`src/rtl/u16u8_pkg.sv`:
```
`default_nettype none

package u16u8_pkg;

    localparam int unsigned LenWidth   = 21;
    localparam int unsigned QueueDepth = 4;
    localparam int unsigned QueuePtrW  = $clog2(QueueDepth);

    localparam logic [LenWidth-1:0] MaxBytesReset = 21'h100000;

    localparam logic [15:0] UnitPacket   = 16'h001A;
    localparam logic [5:0]  SurrHiTag    = 6'b110110;
    localparam logic [5:0]  SurrLoTag    = 6'b110111;
    localparam logic [LenWidth-1:0] SuppBase = 21'h010000;
    localparam logic [7:0]  MinPacketLen = 8'd4;
    localparam logic [7:0]  PacketHead   = 8'd3;

    localparam logic [7:0] Lead2 = 8'hC0;
    localparam logic [7:0] Lead3 = 8'hE0;
    localparam logic [7:0] Lead4 = 8'hF0;
    localparam logic [7:0] Cont  = 8'h80;

    typedef enum logic [2:0] {
        PH_IDLE    = 3'd0,
        PH_UNIT_HI = 3'd1,
        PH_UNIT_LO = 3'd2,
        PH_PKT_LEN = 3'd3,
        PH_SKIP    = 3'd4,
        PH_PAIR_HI = 3'd5,
        PH_PAIR_LO = 3'd6
    } phase_t;

    typedef enum logic [1:0] {
        KIND_TEXT = 2'd0,
        KIND_END  = 2'd1,
        KIND_ERR  = 2'd2
    } kind_t;

    typedef enum logic [3:0] {
        ERR_NONE        = 4'd0,
        ERR_START_SHORT = 4'd1,
        ERR_TRUNC_PKT   = 4'd2,
        ERR_BAD_PKT     = 4'd3,
        ERR_TRUNC_PAIR  = 4'd4,
        ERR_BAD_PAIR    = 4'd5,
        ERR_LONE_LOW    = 4'd6,
        ERR_TOO_LONG    = 4'd7,
        ERR_UNTERM      = 4'd8
    } err_t;

    // one request from the decoder: a code point, a clean end or an error
    typedef struct packed {
        kind_t               kind;
        logic [LenWidth-1:0] value;   // code point or message length
        logic [1:0]          last;    // UTF-8 width minus one
        err_t                code;
    } job_t;

    typedef struct packed {
        logic full;
        logic empty;
    } q_status_t;

endpackage

`default_nettype wire

```
`src/rtl/u16u8_front.sv`:
```
`default_nettype none

module u16u8_front (
    input  wire logic                          clk,
    input  wire logic                          rst_n,
    input  wire logic                          cfg_write,
    input  wire logic [u16u8_pkg::LenWidth-1:0] cfg_data,
    input  wire logic                          accept,
    input  wire logic [7:0]                    data_byte,
    input  wire logic                          first_of_message,
    input  wire logic                          end_of_area,
    output logic                               job_push,
    output u16u8_pkg::job_t                    job
);
    import u16u8_pkg::*;

    phase_t              phase_reg, phase_next;
    logic [7:0]          high_byte_reg, high_byte_next;
    logic [9:0]          pend_reg, pend_next;
    logic [7:0]          skip_reg, skip_next;
    logic [LenWidth-1:0] written_reg, written_next;
    logic [LenWidth-1:0] max_reg;

    phase_t              eff_phase;
    logic [LenWidth-1:0] eff_written;
    logic [15:0]         unit;
    logic                is_zero, is_pkt, is_hi, is_lo;
    logic                pkt_bad;
    logic [7:0]          skip_dec;
    logic                skip_last;
    logic [LenWidth-1:0] pair_point, point;
    logic [1:0]          width_last;
    logic [2:0]          width;
    logic [LenWidth:0]   total;
    logic                too_long;

    // a message start restarts the decoder on this very byte
    assign eff_phase   = first_of_message ? PH_UNIT_HI : phase_reg;
    assign eff_written = first_of_message ? '0 : written_reg;

    assign unit       = {high_byte_reg, data_byte};
    assign is_zero    = (unit == 16'h0000);
    assign is_pkt     = (unit == UnitPacket);
    assign is_hi      = (unit[15:10] == SurrHiTag);
    assign is_lo      = (unit[15:10] == SurrLoTag);
    assign pkt_bad    = (data_byte < MinPacketLen);
    assign skip_dec   = skip_reg - 8'd1;
    assign skip_last  = (skip_dec == 8'd0);
    assign pair_point = SuppBase + {1'b0, pend_reg, unit[9:0]};
    assign point      = (eff_phase == PH_PAIR_LO) ? pair_point
                                                  : {{(LenWidth-16){1'b0}}, unit};

    always_comb
    begin
        if (point < 21'h80)
            width_last = 2'd0;
        else if (point < 21'h800)
            width_last = 2'd1;
        else if (point < 21'h10000)
            width_last = 2'd2;
        else
            width_last = 2'd3;
    end

    assign width    = {1'b0, width_last} + 3'd1;
    assign total    = {1'b0, eff_written} + {{(LenWidth-2){1'b0}}, width};
    assign too_long = (total > {1'b0, max_reg});

    // next phase
    always_comb
    begin
        phase_next = phase_reg;
        if (accept)
        begin
            case (eff_phase)
                PH_IDLE:    phase_next = PH_IDLE;
                PH_UNIT_HI: phase_next = end_of_area ? PH_IDLE : PH_UNIT_LO;
                PH_UNIT_LO:
                begin
                    if (is_zero || is_lo)
                        phase_next = PH_IDLE;
                    else if (is_pkt)
                        phase_next = end_of_area ? PH_IDLE : PH_PKT_LEN;
                    else if (is_hi)
                        phase_next = end_of_area ? PH_IDLE : PH_PAIR_HI;
                    else
                        phase_next = (too_long || end_of_area) ? PH_IDLE : PH_UNIT_HI;
                end
                PH_PKT_LEN: phase_next = (pkt_bad || end_of_area) ? PH_IDLE : PH_SKIP;
                PH_SKIP:
                begin
                    if (end_of_area)
                        phase_next = PH_IDLE;
                    else
                        phase_next = skip_last ? PH_UNIT_HI : PH_SKIP;
                end
                PH_PAIR_HI: phase_next = end_of_area ? PH_IDLE : PH_PAIR_LO;
                PH_PAIR_LO:
                begin
                    if (!is_lo || too_long || end_of_area)
                        phase_next = PH_IDLE;
                    else
                        phase_next = PH_UNIT_HI;
                end
                default:    phase_next = PH_IDLE;
            endcase
        end
    end

    // requests and data registers
    always_comb
    begin
        job_push       = 1'b0;
        job.kind       = KIND_ERR;
        job.value      = '0;
        job.last       = 2'd0;
        job.code       = ERR_NONE;
        high_byte_next = high_byte_reg;
        pend_next      = pend_reg;
        skip_next      = skip_reg;
        written_next   = (accept && first_of_message) ? '0 : written_reg;
        if (accept)
        begin
            case (eff_phase)
                PH_IDLE: ;
                PH_UNIT_HI:
                begin
                    if (end_of_area)
                    begin
                        job_push = 1'b1;
                        job.code = first_of_message ? ERR_START_SHORT : ERR_UNTERM;
                    end
                    else
                        high_byte_next = data_byte;
                end
                PH_PKT_LEN:
                begin
                    if (pkt_bad || end_of_area)
                    begin
                        job_push = 1'b1;
                        job.code = ERR_BAD_PKT;
                    end
                    else
                        skip_next = data_byte - PacketHead;
                end
                PH_SKIP:
                begin
                    skip_next = skip_dec;
                    if (end_of_area)
                    begin
                        job_push = 1'b1;
                        job.code = skip_last ? ERR_UNTERM : ERR_BAD_PKT;
                    end
                end
                PH_PAIR_HI:
                begin
                    if (end_of_area)
                    begin
                        job_push = 1'b1;
                        job.code = ERR_TRUNC_PAIR;
                    end
                    else
                        high_byte_next = data_byte;
                end
                PH_UNIT_LO, PH_PAIR_LO:
                begin
                    if (eff_phase == PH_UNIT_LO && is_zero)
                    begin
                        job_push  = 1'b1;
                        job.kind  = KIND_END;
                        job.value = eff_written;
                    end
                    else if (eff_phase == PH_UNIT_LO && is_pkt)
                    begin
                        if (end_of_area)
                        begin
                            job_push = 1'b1;
                            job.code = ERR_TRUNC_PKT;
                        end
                    end
                    else if (eff_phase == PH_UNIT_LO && is_hi)
                    begin
                        if (end_of_area)
                        begin
                            job_push = 1'b1;
                            job.code = ERR_TRUNC_PAIR;
                        end
                        else
                            pend_next = unit[9:0];
                    end
                    else if (eff_phase == PH_UNIT_LO && is_lo)
                    begin
                        job_push = 1'b1;
                        job.code = ERR_LONE_LOW;
                    end
                    else if (eff_phase == PH_PAIR_LO && !is_lo)
                    begin
                        job_push = 1'b1;
                        job.code = ERR_BAD_PAIR;
                    end
                    else if (too_long)
                    begin
                        job_push = 1'b1;
                        job.code = ERR_TOO_LONG;
                    end
                    else if (end_of_area)
                    begin
                        job_push = 1'b1;
                        job.code = ERR_UNTERM;
                    end
                    else
                    begin
                        job_push     = 1'b1;
                        job.kind     = KIND_TEXT;
                        job.value    = point;
                        job.last     = width_last;
                        written_next = total[LenWidth-1:0];
                    end
                end
                default: ;
            endcase
        end
    end

    always_ff @(posedge clk or negedge rst_n)
    begin
        if (!rst_n)
        begin
            phase_reg     <= PH_IDLE;
            high_byte_reg <= '0;
            pend_reg      <= '0;
            skip_reg      <= '0;
            written_reg   <= '0;
            max_reg       <= MaxBytesReset;
        end
        else
        begin
            phase_reg     <= phase_next;
            high_byte_reg <= high_byte_next;
            pend_reg      <= pend_next;
            skip_reg      <= skip_next;
            written_reg   <= written_next;
            if (cfg_write)
                max_reg <= cfg_data;
        end
    end

endmodule

`default_nettype wire

```
`src/rtl/u16u8_queue.sv`:
```
`default_nettype none

module u16u8_queue (
    input  wire logic                  clk,
    input  wire logic                  rst_n,
    input  wire logic                  push,
    input  wire u16u8_pkg::job_t       push_job,
    input  wire logic                  pop,
    output u16u8_pkg::job_t            head_job,
    output u16u8_pkg::q_status_t       status
);
    import u16u8_pkg::*;

    job_t                 slot_reg [QueueDepth];
    logic [QueuePtrW-1:0] wr_ptr_reg, wr_ptr_next;
    logic [QueuePtrW-1:0] rd_ptr_reg, rd_ptr_next;
    logic [QueuePtrW:0]   count_reg, count_next;
    logic                 do_push, do_pop;

    assign status.full  = (count_reg == (QueuePtrW+1)'(QueueDepth));
    assign status.empty = (count_reg == '0);
    assign head_job     = slot_reg[rd_ptr_reg];

    assign do_push = push && !status.full;
    assign do_pop  = pop && !status.empty;

    always_comb
    begin
        wr_ptr_next = do_push ? wr_ptr_reg + 1'b1 : wr_ptr_reg;
        rd_ptr_next = do_pop ? rd_ptr_reg + 1'b1 : rd_ptr_reg;
        count_next  = count_reg;
        if (do_push && !do_pop)
            count_next = count_reg + 1'b1;
        else if (do_pop && !do_push)
            count_next = count_reg - 1'b1;
    end

    always_ff @(posedge clk)
    begin
        if (do_push)
            slot_reg[wr_ptr_reg] <= push_job;
    end

    always_ff @(posedge clk or negedge rst_n)
    begin
        if (!rst_n)
        begin
            wr_ptr_reg <= '0;
            rd_ptr_reg <= '0;
            count_reg  <= '0;
        end
        else
        begin
            wr_ptr_reg <= wr_ptr_next;
            rd_ptr_reg <= rd_ptr_next;
            count_reg  <= count_next;
        end
    end

endmodule

`default_nettype wire

```
`src/rtl/u16u8_back.sv`:
```
`default_nettype none

module u16u8_back (
    input  wire logic                          clk,
    input  wire logic                          rst_n,
    input  wire u16u8_pkg::job_t               head_job,
    input  wire u16u8_pkg::q_status_t          q_status,
    output logic                               q_pop,
    output logic                               empty,
    input  wire logic                          pop,
    output logic [7:0]                         utf8_byte,
    output logic [1:0]                         kind,
    output logic [3:0]                         error_code,
    output logic [u16u8_pkg::LenWidth-1:0]      message_length,
    output logic                               last_of_run
);
    import u16u8_pkg::*;

    logic       cur_valid_reg, cur_valid_next;
    job_t       cur_reg, cur_next;
    logic [1:0] idx_reg, idx_next;
    logic       is_last, done, take;
    logic [LenWidth-1:0] pt;

    assign empty   = !cur_valid_reg;
    assign is_last = (idx_reg == cur_reg.last);
    assign done    = pop && cur_valid_reg && is_last;
    assign take    = (!cur_valid_reg || done) && !q_status.empty;
    assign q_pop   = take;

    always_comb
    begin
        cur_valid_next = cur_valid_reg;
        cur_next       = cur_reg;
        idx_next       = idx_reg;
        if (take)
        begin
            cur_valid_next = 1'b1;
            cur_next       = head_job;
            idx_next       = 2'd0;
        end
        else if (done)
            cur_valid_next = 1'b0;
        else if (pop && cur_valid_reg)
            idx_next = idx_reg + 2'd1;
    end

    // pick the UTF-8 byte for this position of the code point
    assign pt = cur_reg.value;
    always_comb
    begin
        utf8_byte = 8'h00;
        if (cur_reg.kind == KIND_TEXT)
        begin
            case ({cur_reg.last, idx_reg})
                4'b00_00: utf8_byte = pt[7:0];
                4'b01_00: utf8_byte = Lead2 | {3'b000, pt[10:6]};
                4'b01_01: utf8_byte = Cont | {2'b00, pt[5:0]};
                4'b10_00: utf8_byte = Lead3 | {4'b0000, pt[15:12]};
                4'b10_01: utf8_byte = Cont | {2'b00, pt[11:6]};
                4'b10_10: utf8_byte = Cont | {2'b00, pt[5:0]};
                4'b11_00: utf8_byte = Lead4 | {5'b00000, pt[20:18]};
                4'b11_01: utf8_byte = Cont | {2'b00, pt[17:12]};
                4'b11_10: utf8_byte = Cont | {2'b00, pt[11:6]};
                4'b11_11: utf8_byte = Cont | {2'b00, pt[5:0]};
                default:  utf8_byte = 8'h00;
            endcase
        end
    end

    assign kind           = cur_reg.kind;
    assign error_code     = (cur_reg.kind == KIND_ERR) ? cur_reg.code : ERR_NONE;
    assign message_length = (cur_reg.kind == KIND_END) ? cur_reg.value : '0;
    assign last_of_run    = is_last;

    always_ff @(posedge clk)
    begin
        cur_reg <= cur_next;
    end

    always_ff @(posedge clk or negedge rst_n)
    begin
        if (!rst_n)
        begin
            cur_valid_reg <= 1'b0;
            idx_reg       <= '0;
        end
        else
        begin
            cur_valid_reg <= cur_valid_next;
            idx_reg       <= idx_next;
        end
    end

endmodule

`default_nettype wire

```
`src/rtl/utf16be_to_utf8_escape_skip.sv`:
```
`default_nettype none

// channel   handshake          payload
// input     push / full        data_byte, first_of_message, end_of_area
// result    empty / pop        utf8_byte, kind, error_code, message_length, last_of_run
// config    cfg_write          cfg_data (max_message_bytes)
//
// One input byte is taken per cycle while the request queue (4 deep) has room.
// The decoder turns each byte into at most one request in the same cycle.
// The emitter gives one result per pop while a result is ready; a code point yields 1 to 4 UTF-8 bytes.
// Reset (rst_n low, async) empties the queue and returns the decoder to idle.
// full rises only when the queue fills behind a stalled or slow result side.

module utf16be_to_utf8_escape_skip (
    input  wire logic                          clk,
    input  wire logic                          rst_n,
    input  wire logic                          cfg_write,
    input  wire logic [u16u8_pkg::LenWidth-1:0] cfg_data,
    input  wire logic                          push,
    output logic                               full,
    input  wire logic [7:0]                    data_byte,
    input  wire logic                          first_of_message,
    input  wire logic                          end_of_area,
    output logic                               empty,
    input  wire logic                          pop,
    output logic [7:0]                         utf8_byte,
    output logic [1:0]                         kind,
    output logic [3:0]                         error_code,
    output logic [u16u8_pkg::LenWidth-1:0]      message_length,
    output logic                               last_of_run
);
    import u16u8_pkg::*;

    logic      accept;
    logic      job_push;
    job_t      job;
    job_t      head_job;
    q_status_t q_status;
    logic      q_pop;

    assign full   = q_status.full;
    assign accept = push && !q_status.full;

    u16u8_front u_front (
        .clk              (clk),
        .rst_n            (rst_n),
        .cfg_write        (cfg_write),
        .cfg_data         (cfg_data),
        .accept           (accept),
        .data_byte        (data_byte),
        .first_of_message (first_of_message),
        .end_of_area      (end_of_area),
        .job_push         (job_push),
        .job              (job)
    );

    u16u8_queue u_queue (
        .clk      (clk),
        .rst_n    (rst_n),
        .push     (job_push),
        .push_job (job),
        .pop      (q_pop),
        .head_job (head_job),
        .status   (q_status)
    );

    u16u8_back u_back (
        .clk            (clk),
        .rst_n          (rst_n),
        .head_job       (head_job),
        .q_status       (q_status),
        .q_pop          (q_pop),
        .empty          (empty),
        .pop            (pop),
        .utf8_byte      (utf8_byte),
        .kind           (kind),
        .error_code     (error_code),
        .message_length (message_length),
        .last_of_run    (last_of_run)
    );

endmodule

`default_nettype wire
```
`config.mk`:
```
export PLATFORM = sky130hd
export DESIGN_NAME = utf16be_to_utf8_escape_skip
export DESIGN_NICKNAME = d
export VERILOG_FILES = /design/src/rtl/u16u8_pkg.sv /design/src/rtl/u16u8_front.sv /design/src/rtl/u16u8_queue.sv /design/src/rtl/u16u8_back.sv /design/src/rtl/utf16be_to_utf8_escape_skip.sv
export SDC_FILE = /design/constraint.sdc
export NUM_CORES = 1
export LEC_CHECK = 0
export BUFFER_PORTS_ARGS = -buffer_cell sky130_fd_sc_hd__buf_2
export CORE_MARGIN = 2
export CORE_UTILIZATION = 50
export CTS_CLUSTER_SIZE = 10
export DETAILED_ROUTE_END_ITERATION = 6
export PLACE_DENSITY_LB_ADDON = 0.12
export SLEW_MARGIN = 10
export SYNTH_ARGS = -nofsm -noshare
export SYNTH_HDL_FRONTEND = slang
export SYNTH_HIERARCHICAL = 1
export SYNTH_SLANG_ARGS = --single-unit
export TNS_END_PERCENT = 10
```
`constraint.sdc`:
```
create_clock -name clk -period 7.88 [get_ports clk]
set_clock_uncertainty 0.1 [all_clocks]
set_input_delay 0.788 -clock clk [delete_from_list [all_inputs] [get_ports clk]]
set_output_delay 0.788 -clock clk [all_outputs]
set_load 0.05 [all_outputs]
```
After elaboration in Yosys (flattened, before gate mapping)

Memories as Yosys holds them, arrays and structs flattened. A register that Yosys moved wholly into a read port is not among the register bits.
Index checks and enable logic that the tools add are counted.

Bits in writable memories: 116
Word-level logic and storage cells: 173
Bits in registers: 81
Memories kept: 1

Memories:

| name             | depth | bits a word | read ports | clocked after memory_dff | write ports | RTL line          | source |
|---|---|---|---|---|---|---|---|
| u_queue.slot_reg | 4     | 29          | 1          | 1                        | 1           | u16u8_queue.sv:14 | `job_t slot_reg [QueueDepth];` |

Magnitude comparators: 5
Multiplexer cells: 75
Reductions and logical operators: 44
Add/sub/neg operators: 10
Bitwise logic cells: 3
Eq/ne operators: 24

Operator list:

| kind                   | count |
|---|---|
| $mux 21                | 13 |
| $mux 25                | 7 |
| $pmux 8 s7             | 1 |
| $mux 4                 | 11 |
| $mux 3                 | 12 |
| $mux 29                | 1 |
| $eq 4x4->1 const B     | 7 |
| $mux 23                | 1 |
| $add 21x3->22          | 1 |
| $gt 22x21->1           | 1 |
| $add 17x20->21 const A | 1 |
| $lt 21x12->1 const B   | 1 |
| $lt 21x17->1 const B   | 1 |
| $lt 21x8->1 const B    | 1 |
| $pmux 4 s5             | 1 |
| $mux 2                 | 9 |
| $pmux 3 s6             | 1 |
| $eq 16x5->1 const B    | 1 |
| $logic_not 16->1       | 1 |
| $mux 8                 | 2 |
| $pmux 8 s2             | 1 |
| $logic_and 1x1->1      | 14 |
| $mux 1                 | 13 |
| $eq 3x3->1 const B     | 4 |
| 30 further kinds       | 55 |

Longest topological paths before layout

Gate-level depths: netlist of the first run.

Depth after elaboration: 18
Depth in mapped cells: 27
Gate-level depth less buffers: 21

By module

Netlist of the first run, hierarchy kept.

By module, submodules not included:

| module                      | cells each | times used | area each (µm²) | seq. area each (µm²) |
|---|---|---|---|---|
| u16u8_front                 | 647        | 1          | 5,371.4         | 1,778.0 |
| u16u8_queue                 | 187        | 1          | 4,608.2         | 3,658.5 |
| u16u8_back                  | 138        | 1          | 1,662.8         | 945.9 |
| utf16be_to_utf8_escape_skip | 1          | 1          | 13.8            | 0.0 |

Least setup slack after synthesis of the first run

OpenSTA, ideal clock, no wires.

Path kind: input to register
Start: in first_of_message
End: mem u_queue/slot_reg[0][3] (netlist bit) (data pin)
Arrival time: 5.961 ns
Path buffers: 6
Required time: 7.563 ns
Slack: 1.602 ns
Library setup time: 0.217 ns
Stages: 24
Cell sequence: buf_6 > clkbuf_8 > nor2_1 > and3_1 > clkbuf_1 > a21oi_1 > ha_1 > fa_1 > and3b_2 > nand4b_4 > or3_1 > buf_2 > or4_1 > buf_2 > nor4_1 > o21bai_1 > ha_1 > nand3_1 > nor2_1 > o31a_1 > a2bb2oi_1 > clkbuf_8 > or4b_2 > a211oi_1

RTL lines:

| element     | RTL line                          | source |
|---|---|---|
| from (decl) | utf16be_to_utf8_escape_skip.sv:22 | `input wire logic first_of_message,` |
| to (decl)   | u16u8_queue.sv:14                 |  |

==> reports/summary.txt, run 1 <==
HP Class: input port to async pin
Seq/Total Area, Yosys: 0.5476
Die W: 156.7 µm
Status: complete, no violations
Max Slew Vio Count: 0
Max Fclk: 151.0 MHz
Worst Path Class, Setup: flip-flop to flip-flop
Clk slew on worst S/H paths: 0.06 ns
Die H: 156.7 µm
CTS buffer count: 27
Antenna diode count: 0
Layout cells sized above 1: 0.1943
H-tree levels: 1
Gr usage total: 0.2246
Initial Util: 0.5117
R2R Path Start: u_front/phase_reg[2]$_DFFE_PN0P_
RSZ-0062 raised after global routing: no
Die area: 24550 µm²
FFs w/ async S/R, synth: 0.3584
First-pass GRT wire length: 42970 µm
Post-CTS setup buffers: 0
CP endpoint kind: flip-flop
Gr busiest metal: met2
Post-Syn Instances: 973
Hold-fix buffers at CTS: 0
Antenna Nets Post-Route: 0
Syn avg cell area: 11.98 µm²
Final instance area: 12980 µm²
Final hold slack: 0.04462 ns
Final Hold Fails: 0
GRT met1 Usage: 0.3160
Layout Area Growth over Synthesis: 11.38%
DRC viols: 0
Critical Path RT: 7.99 ns
# fillers: 1898
Final Total Pwr: 3.768 mW
Ys Warns: 6
Vias in the first global route: 7688
Drt via density: 5.743
WL final: 26670 µm
Reg2reg setup slack: 1.26 ns
Met3 GRT Util: 0.02880
Data arrival time of the worst path: 6.73 ns
CTS tree: built
Setup TNS: 0 ns
Final Cycle Share: 0.8402
CP cell instances: and3_1 -> a31oi_1 -> o21bai_1 -> a21oi_1 -> ha_1 -> fa_1 -> and3b_2 -> nand4b_4 -> or3_1 -> or4_1 -> nor4_1 -> o21bai_1 -> ha_1 -> nand3_1 -> nor2_1 -> o31a_1 -> a2bb2oi_1 -> buf_4 -> o21a_1 -> buf_4 -> nor3_1
#FFs+latches synth: 226
Max Root-Sink Buffers: 3
HPWL Detailed: 18370 µm
# setup viols final: 0
Final Critical Period: 6.621 ns
FF-to-FF End: u_queue/slot_reg[3][14]$_DFFE_PP_
Ports: 74
# rows: 55
Max-Cap Viols: 0
Core area: 22780 µm²
Least-Margin Pin Slew: 0.9899 ns
Worst Reg-to-Reg Cells: 21
Syn Nets: 1049
Initial antenna violation count: 0
Critical path's slowest cell: dfrtp_1
Max Fanout on Critical Path: 21
Global route overflow: 0
CTS Root Cell: clkbuf_16
Vias: 7857
DP Area: 12170 µm²
P_leak: 5.037 nW
Iteration-0 DRC Markers: 736
Later-pin clock latency in the skew report: 0.53 ns
IR Drop Worst-Case VDD: 0.1474 mV
Rel. slew slack: 0.3357
Max FFs per register: 116
Post-CTS sizing: 0
Ys flop type: edfxtp_1
Gpl congestion: 0.9011
Largest net degree at the start of global routing: 61
Mapped Area: 11660 µm²
Global routing usage on met2: 0.3738
Netlist cell types: 86
Pre-Repair DR Iteration Count: 5
Crit start category: flip-flop
WL/cell: 19.50 µm
Critical Path Max Stage Delay: 0.65 ns
EDFF count, synth: 145
I/O Buffers: 73
Clk sink count: 226
Pwr dens: 290.2 nW/µm²
Layout Nets: 1110
==> worst max-delay path by stage <==
stage / endpoint / startpoint / slack, ns / depth (start not counted)
3_5_place_dp: u_queue/slot_reg[1][14]$_DFFE_PP_ / first_of_message / 0.99 / 23
6_report: u_queue/slot_reg[3][14]$_DFFE_PP_ / u_front/phase_reg[2]$_DFFE_PN0P_ / 1.26 / 21
4_1_cts: u_queue/slot_reg[3][14]$_DFFE_PP_ / u_front/phase_reg[2]$_DFFE_PN0P_ / 1.33 / 21
5_1_grt: u_queue/slot_reg[1][7]$_DFFE_PP_ / u_front/phase_reg[2]$_DFFE_PN0P_ / 0.85 / 21
2_1_floorplan: u_queue/slot_reg[0][3]$_DFFE_PP_ / first_of_message / 1.60 / 24
3_3_place_gp: u_queue/slot_reg[2][23]$_DFFE_PP_ / first_of_message / 1.13 / 23
==> cell families after synthesis <==
| kind of cell | synth area share |
|---|---|
| buffers and inverters | 0.04841 |
| muxes | 0.08995 |
| DFF | 0.5476 |
| adders and majority gates | 0.04423 |
| xor gates and xnor gates | 0.02480 |
| and+or+nand+nor | 0.1448 |
| AOI/OAI and AO/OA | 0.1003 |
==> routing by layer <==
layer	up-vias	routed length [µm]
met5	-	0
met4	0	480
met3	40	1478
met2	269	12800
met1	3838	11920
li1	3710	-
==> per-stage QoR <==
step	util	cells	setup slack [ns]
2_1_floorplan	-	973	1.602
3_3_place_gp	0.5342	1318	1.133
3_5_place_dp	0.5342	1318	0.9897
4_1_cts	0.5700	1368	1.327
5_1_grt	0.5700	1368	0.8548
6_report	0.5700	1368	1.259
==> area by class of cell <==
cell class              instances  area [µm²]  share of cell area
well taps                     313       391.6             0.03017
flip-flops and latches        226        6384              0.4917
clock inverters                 3       42.54            0.003277
clock buffers                  47       770.7             0.05937
multi-input cells             640        4726              0.3640
inverters                      52       195.2             0.01503
repair buffers                 87       473.0             0.03643
==> report_power, final <==
part	internal (mW)	total (mW)	switching [mW]
clock	0.689	1.14	0.454
combinational	0.385	1.05	0.668
sequential	1.44	1.57	0.127
total	2.52	3.77	1.25
==> worst max-delay path, delay by kind of cell (launching register included) <==
family | cells | cell delay, ns
compound gates | 7 | 1.52
fa+ha+maj | 3 | 0.83
buf+inv | 2 | 0.56
flops | 1 | 0.65
simple gates | 9 | 2.61
==> Yosys cell counts, drive strengths merged (12+ instances only) <==
cell / n / area share
xnor2: 18 / 0.014
a21oi: 42 / 0.018
nand4: 12 / 0.0064
o21ai: 62 / 0.027
mux2: 25 / 0.024
buf: 21 / 0.017
dfrtp: 80 / 0.17
edfxtp: 145 / 0.37
or3: 19 / 0.011
mux4: 29 / 0.056
nor3: 33 / 0.014
nor2b: 12 / 0.0071
xor2: 15 / 0.011
nor2: 50 / 0.016
nand2: 87 / 0.028
and2: 39 / 0.021
clkbuf: 34 / 0.014
ha: 38 / 0.041
inv: 51 / 0.016
nand3: 15 / 0.0064
==> layout by cell type (no fill, tap or decap), types with 8 or more instances in the layout <==
master / instances
a21oi_1: 41
a31oi_1: 9
and2_1: 38
buf_2: 72
buf_4: 15
clkbuf_1: 18
clkbuf_16: 27
dfrtp_1: 79
edfxtp_1: 145
ha_1: 38
inv_1: 51
mux2_2: 24
mux2i_1: 11
mux4_2: 29
nand2_1: 87
nand3_1: 15
nand4_1: 12
nor2_1: 49
nor2b_1: 11
nor3_1: 32
o21ai_0: 60
o31ai_1: 8
or3_1: 16
or4_1: 8
xnor2_1: 18
xor2_1: 15
No activity file was read; power rests on OpenSTA's default activity.
==> run 2, diff against run 1 <==
==> constraint.sdc (replaced) <==
create_clock -name clk -period 5.39 [get_ports clk]
set_clock_uncertainty 0.1 [all_clocks]
set_input_delay 0.539 -clock clk [delete_from_list [all_inputs] [get_ports clk]]
set_output_delay 0.539 -clock clk [all_outputs]
set_load 0.05 [all_outputs]
==> reports/summary.txt, run 2 (synthesis gave the netlist of run 1 again) <==
CP endpoint kind: flip-flop
Layout cells sized above 1: 0.2732
# fillers: 1846
Clk sink count: 226
Buf/Inv on CP: 2
Commonest non-fill, non-tap cells in the layout: 145 x edfxtp_1, 87 x nand2_1, 79 x dfrtp_1
Failing checks: setup timing
Critical Path RT: 5.62 ns
Rel. slew slack: 0.2192
Final Hold Fails: 0
RSZ-0062 raised after global routing: yes
Max-Cap Viols: 0
Gr usage total: 0.2211
Later-pin clock latency in the skew report: 0.52 ns
Data arrival time of the worst path: 5.71 ns
R2R Path Start: u_front/high_byte_reg[4]$_DFFE_PN0P_
WL final: 26520 µm
Die H: 156.7 µm
Initial Util: 0.5117
Die area: 24550 µm²
Layout Utilization: 0.6012
Gr busiest metal: met2
Met3 GRT Util: 0.02825
CP startpoint: u_front/high_byte_reg[4]$_DFFE_PN0P_
Core area: 22780 µm²
Final worst slack: -0.08833 ns
Ports: 74
Max Root-Sink Buffers: 3
HP Class: input port to flip-flop
Max Fclk: 182.5 MHz
Global routing usage on met2: 0.3635
Gpl congestion: 0.9289
Global route overflow: 0
Antenna Nets Post-Route: 0
Critical Path Max Stage Delay: 0.55 ns
P_leak: 5.331 nW
Status: finished with violations
Critical path's slowest cell: or4_4
DP Area: 12670 µm²
Clk slew on worst S/H paths: 0.06 ns
CP cell instances: or4_4 -> nor3_4 -> a31oi_2 -> o21bai_1 -> a21oi_2 -> ha_2 -> fa_2 -> and3b_2 -> nand4b_4 -> or3_4 -> or4_4 -> buf_4 -> xnor2_1 -> ha_1 -> a21o_1 -> a21oi_1 -> o21ai_1 -> a2bb2oi_2 -> buf_12 -> or4b_4 -> a211oi_4
First-pass GRT wire length: 42480 µm
Largest net degree at the start of global routing: 44
Vias: 7982
Antenna diode count: 0
HPWL Detailed: 18490 µm
CTS buffer count: 27
DRC viols: 0
Max Slew Vio Count: 0
Final Critical Period: 5.478 ns
WL/cell: 18.65 µm
CP most frequent cell: or4_4
Iteration-0 DRC Markers: 660
Final Cycle Share: 1.016
CTS Root Cell: clkbuf_16
Vias in the first global route: 7815
Initial antenna violation count: 0
Layout Nets: 1165
Most common cell after layout, fill and taps aside: edfxtp_1
Crit start category: flip-flop
Max Fanout on Critical Path: 9
Worst Path Class, Setup: flip-flop to flip-flop
# rows: 55
Pwr dens: 403.9 nW/µm²
H-tree levels: 1
Layout Area Growth over Synthesis: 17.48%
I/O Buffers: 73
Worst Hold Launch: cfg_data[17]
Least-Margin Pin Slew: 1.168 ns
GRT met1 Usage: 0.3137
CTS tree: built
IR Drop Worst-Case VDD: 0.2070 mV
Die W: 156.7 µm
Drt via density: 5.613
Final instance area: 13690 µm²
Critical path's top delay family: simple AND/OR/NAND/NOR gates
Max FFs per register: 116
Pre-Repair DR Iteration Count: 5
# setup viols final: 44
run 2: cell count changes in the layout (fill, tap and decap cells not counted), sizes merged:
cell         previous run  this run
clkinv                  2         4
buf                    87       141
dlygate4sd3             0         1
clkbuf                 47        46
inv                    52        51
bufinv                  1         0
run 2: power breakdown:
part	switching (mW)	total, mW	internal, mW
Clock	0.651	1.59	0.943
Sequential	0.232	2.34	2.11
Combinational	0.963	1.59	0.631
run 2: timing repair:
item,in CTS,in global routing
setup buffers,0,1
setup endpoints to repair,129,134
resized for setup,23,25
hold endpoints to repair,41,0
pin swaps,5,10
hold buffers,1,0
cloned,1,0
run 2: metrics by stage:
stage	instances	hold WS, ns	power, mW	setup TNS (ns)	setup slack (ns)
6_report	1422	0.1301	5.530	-1.164	-0.08833
2_1_floorplan	973	0.1434	3.531	-3.619	-0.1478
5_1_grt	1422	0.1210	5.819	-32.70	-0.3586
3_5_place_dp	1370	0.3680	3.941	-24.44	-0.3192
4_1_cts	1421	0.1121	5.569	-0.3811	-0.04293
3_3_place_gp	1370	0.3691	3.933	-13.59	-0.1902
run 2: area by class of cell:
type | count | area [µm²] | share of cell area
clock buffers | 46 | 757.0 | 0.05528
clock inverters | 3 | 15.01 | 0.001096
inverters | 52 | 195.2 | 0.01425
multi-input cells | 640 | 5017 | 0.3664
flip-flops and latches | 226 | 6384 | 0.4662
well taps | 313 | 391.6 | 0.02860
repair buffers | 142 | 933.4 | 0.06817
run 2: path summary, 6_finish.rpt:
| check | endpoint | slack, ns | cells after the start |
|---|---|---|---|
| worst max-delay path | u_queue/slot_reg[1][3]$_DFFE_PP_ | -0.09 | 21 |
| worst min-delay path | u_front/max_reg[17]$_DFFE_PN0P_ | 0.13 | 3 |
| worst max register to register | u_queue/slot_reg[1][3]$_DFFE_PP_ | -0.09 | 21 |
| worst min register to register | u_queue/count_reg[2]$_DFFE_PN0P_ | 0.38 | 1 |
| max in group asynchronous | u_queue/rd_ptr_reg[0]$_DFFE_PN0P_ | 3.71 | 3 |
| min in group asynchronous | u_front/written_reg[8]$_DFF_PN0_ | 0.47 | 2 |
run 2: worst min-delay path: cells and delay by family:
kind                   cells  cell delay [ns]
AO/OA/AOI/OAI              1             0.06
buffers and inverters      1             0.07
AND/OR/NAND/NOR            1             0.04
run 2: per-layer routing:
layer  wire (µm)  share of wire  vias up
met5           0              0        -
met4         376          0.014        0
met3        1412          0.053       30
met2       12700           0.48      249
met1       12030           0.45     3876
li1            -              -     3827
==> run 3, diff against run 2 <==
--- a/config.mk
+++ b/config.mk
@@ -7,7 +7,7 @@
 export LEC_CHECK = 0
 export BUFFER_PORTS_ARGS = -buffer_cell sky130_fd_sc_hd__buf_2
 export CORE_MARGIN = 2
-export CORE_UTILIZATION = 50
+export CORE_UTILIZATION = 55
 export CTS_CLUSTER_SIZE = 10
 export DETAILED_ROUTE_END_ITERATION = 6
 export PLACE_DENSITY_LB_ADDON = 0.12
==> reports/summary.txt, run 3 (synthesis gave the netlist of run 1 again) <==
Status: finished with violations
Failing checks: setup timing
Rel. slew slack: 0.1042
Layout cells sized above 1: 0.2786
Antenna diode count: 0
Initial antenna violation count: 0
Global route overflow: 0
Least-Margin Pin Slew: 1.340 ns
Final Cycle Share: 1.018
Die W: 149.6 µm
Max-Cap Viols: 0
Switching power: 1.859 mW
Post-place setup slack: -0.3174 ns
Final instance area: 13730 µm²
Ports: 74
DRC viols: 0
IR Drop Worst-Case VDD: 0.2377 mV
Final Critical Period: 5.489 ns
Fin cells: 1384
Final Total Pwr: 5.655 mW
R2R Path Start: u_front/high_byte_reg[4]$_DFFE_PN0P_
Worst Path Class, Setup: flip-flop to flip-flop
Hold Path End: u_front/max_reg[15]$_DFFE_PN0P_
Initial Util: 0.5580
P_leak: 5.380 nW
Iteration-0 DRC Markers: 581
Clk sink count: 226
Switching Share: 0.3287
Vias in the first global route: 7754
CTS buffer count: 27
Max Fanout on Critical Path: 5
Pwr dens: 411.8 nW/µm²
HPWL Detailed: 18440 µm
HP Class: input port to flip-flop
Die H: 149.6 µm
Hold path depth: 3
Layout Area Growth over Synthesis: 17.82%
Die area: 22370 µm²
First-pass GRT wire length: 42390 µm
Drt via density: 5.819
Antenna Nets Post-Route: 0
Combinational share of power: 0.288
Pre-Repair DR Iteration Count: 5
Gpl congestion: 0.9232
Reg2reg setup slack: -0.1 ns
Largest net degree at the start of global routing: 47
Max FFs per register: 116
Most common cell after layout, fill and taps aside: edfxtp_1
DP Cell Count: 1326
Setup TNS: -1.491 ns
Layout Nets: 1166
Max Root-Sink Buffers: 3
# setup viols final: 40
CTS Root Cell: clkbuf_16
I/O Buffers: 73
Max Slew Vio Count: 0
Final worst slack: -0.09877 ns
Final Hold Fails: 0
Critical Path RT: 5.62 ns
Clk pwr share: 0.298
Worst Hold Launch: cfg_data[15]
Vias: 8054
Clk slew on worst S/H paths: 0.05 ns
Sequential Power Share: 0.414
Commonest non-fill, non-tap cells in the layout: 145 x edfxtp_1, 87 x nand2_1, 79 x dfrtp_1
Core area: 20890 µm²
Worst Reg-to-Reg Cells: 21
FF-to-FF End: u_queue/slot_reg[2][3]$_DFFE_PP_
DP Area: 12570 µm²
CP endpoint kind: flip-flop
# rows: 53
Later-pin clock latency in the skew report: 0.52 ns
H-tree levels: 1
Gr usage total: 0.2434
Data arrival time of the worst path: 5.72 ns
Max Fclk: 182.2 MHz
RSZ-0062 raised after global routing: yes
WL final: 26800 µm
CTS tree: built
Internal: 3.796 mW
Crit start category: flip-flop
WL/cell: 19.37 µm
## run 3: critical path: stages (launching register included)
cell and delay, ns:
dfrtp_1 0.37, or4_4 0.56, nor3_4 0.18, a31oi_4 0.06, o21bai_1 0.18, a21oi_2 0.09
ha_2 0.19, fa_2 0.35, and3b_2 0.28, nand4b_4 0.10, or3_4 0.42, or3_2 0.43
a21oi_2 0.18, ha_1 0.28, a21oi_2 0.13, nand2_1 0.07, a21oi_2 0.15, o21ai_2 0.08
a2bb2oi_4 0.16, buf_12 0.15, or4b_4 0.52, a211oi_4 0.27
## run 3: through the flow
stage,hold slack [ns],util
2_1_floorplan,0.1434,-
3_3_place_gp,0.3692,0.6020
3_5_place_dp,0.3764,0.6020
4_1_cts,0.1102,0.6486
5_1_grt,0.1360,0.6574
6_report,0.1263,0.6574
## run 3: worst max path at each step
stage                                                    start                                to  slack [ns]  cells past startpoint
after floorplan                               first_of_message  u_queue/slot_reg[0][3]$_DFFE_PP_       -0.15                     26
after global placement    u_front/high_byte_reg[4]$_DFFE_PN0P_  u_queue/slot_reg[0][3]$_DFFE_PP_       -0.15                     21
after detailed placement  u_front/high_byte_reg[4]$_DFFE_PN0P_  u_queue/slot_reg[0][5]$_DFFE_PP_       -0.32                     21
after CTS                 u_front/high_byte_reg[4]$_DFFE_PN0P_  u_queue/slot_reg[2][3]$_DFFE_PP_       -0.04                     21
after global routing      u_front/high_byte_reg[4]$_DFFE_PN0P_  u_queue/slot_reg[3][3]$_DFFE_PP_       -0.31                     21
final                     u_front/high_byte_reg[4]$_DFFE_PN0P_  u_queue/slot_reg[2][3]$_DFFE_PP_        -0.1                     21
## run 3: cell type report
cell class / count / area [µm²]
clock buffer: 45 / 753.2
fill: 1613 / 7156
inverter: 52 / 195.2
sequential: 226 / 6384
tap: 275 / 344.1
clock inverter: 3 / 65.06
multi-input combinational: 640 / 5046
timing repair buffer: 143 / 945.9
## run 3: routing by layer
layer	up-vias	share of wire	GRT usage
met5	-	0	0
li1	3824	-	-
met3	51	0.055	0.02835
met1	3939	0.45	0.3456
met4	0	0.023	0.07048
met2	240	0.48	0.3995
## run 3: power groups by stage
stage                     registers, mW  logic [mW]  clock network [mW]
after global routing               2.38        1.76                1.79
after global placement             2.37        1.55                   0
after CTS                          2.35        1.60                1.72
after detailed placement           2.38        1.57                   0
final                              2.34        1.63                1.69
after floorplan                    2.25        1.28                   0
## run 3: what timing repair did
item | CTS | global route
endpoints found under the setup margin | 130 | 134
cloned | 0 | 1
resized for setup | 21 | 26
pin swaps | 7 | 6
hold buffers | 1 | 0
buffers inserted | 5 | 3
endpoints found under the hold margin | 44 | 0
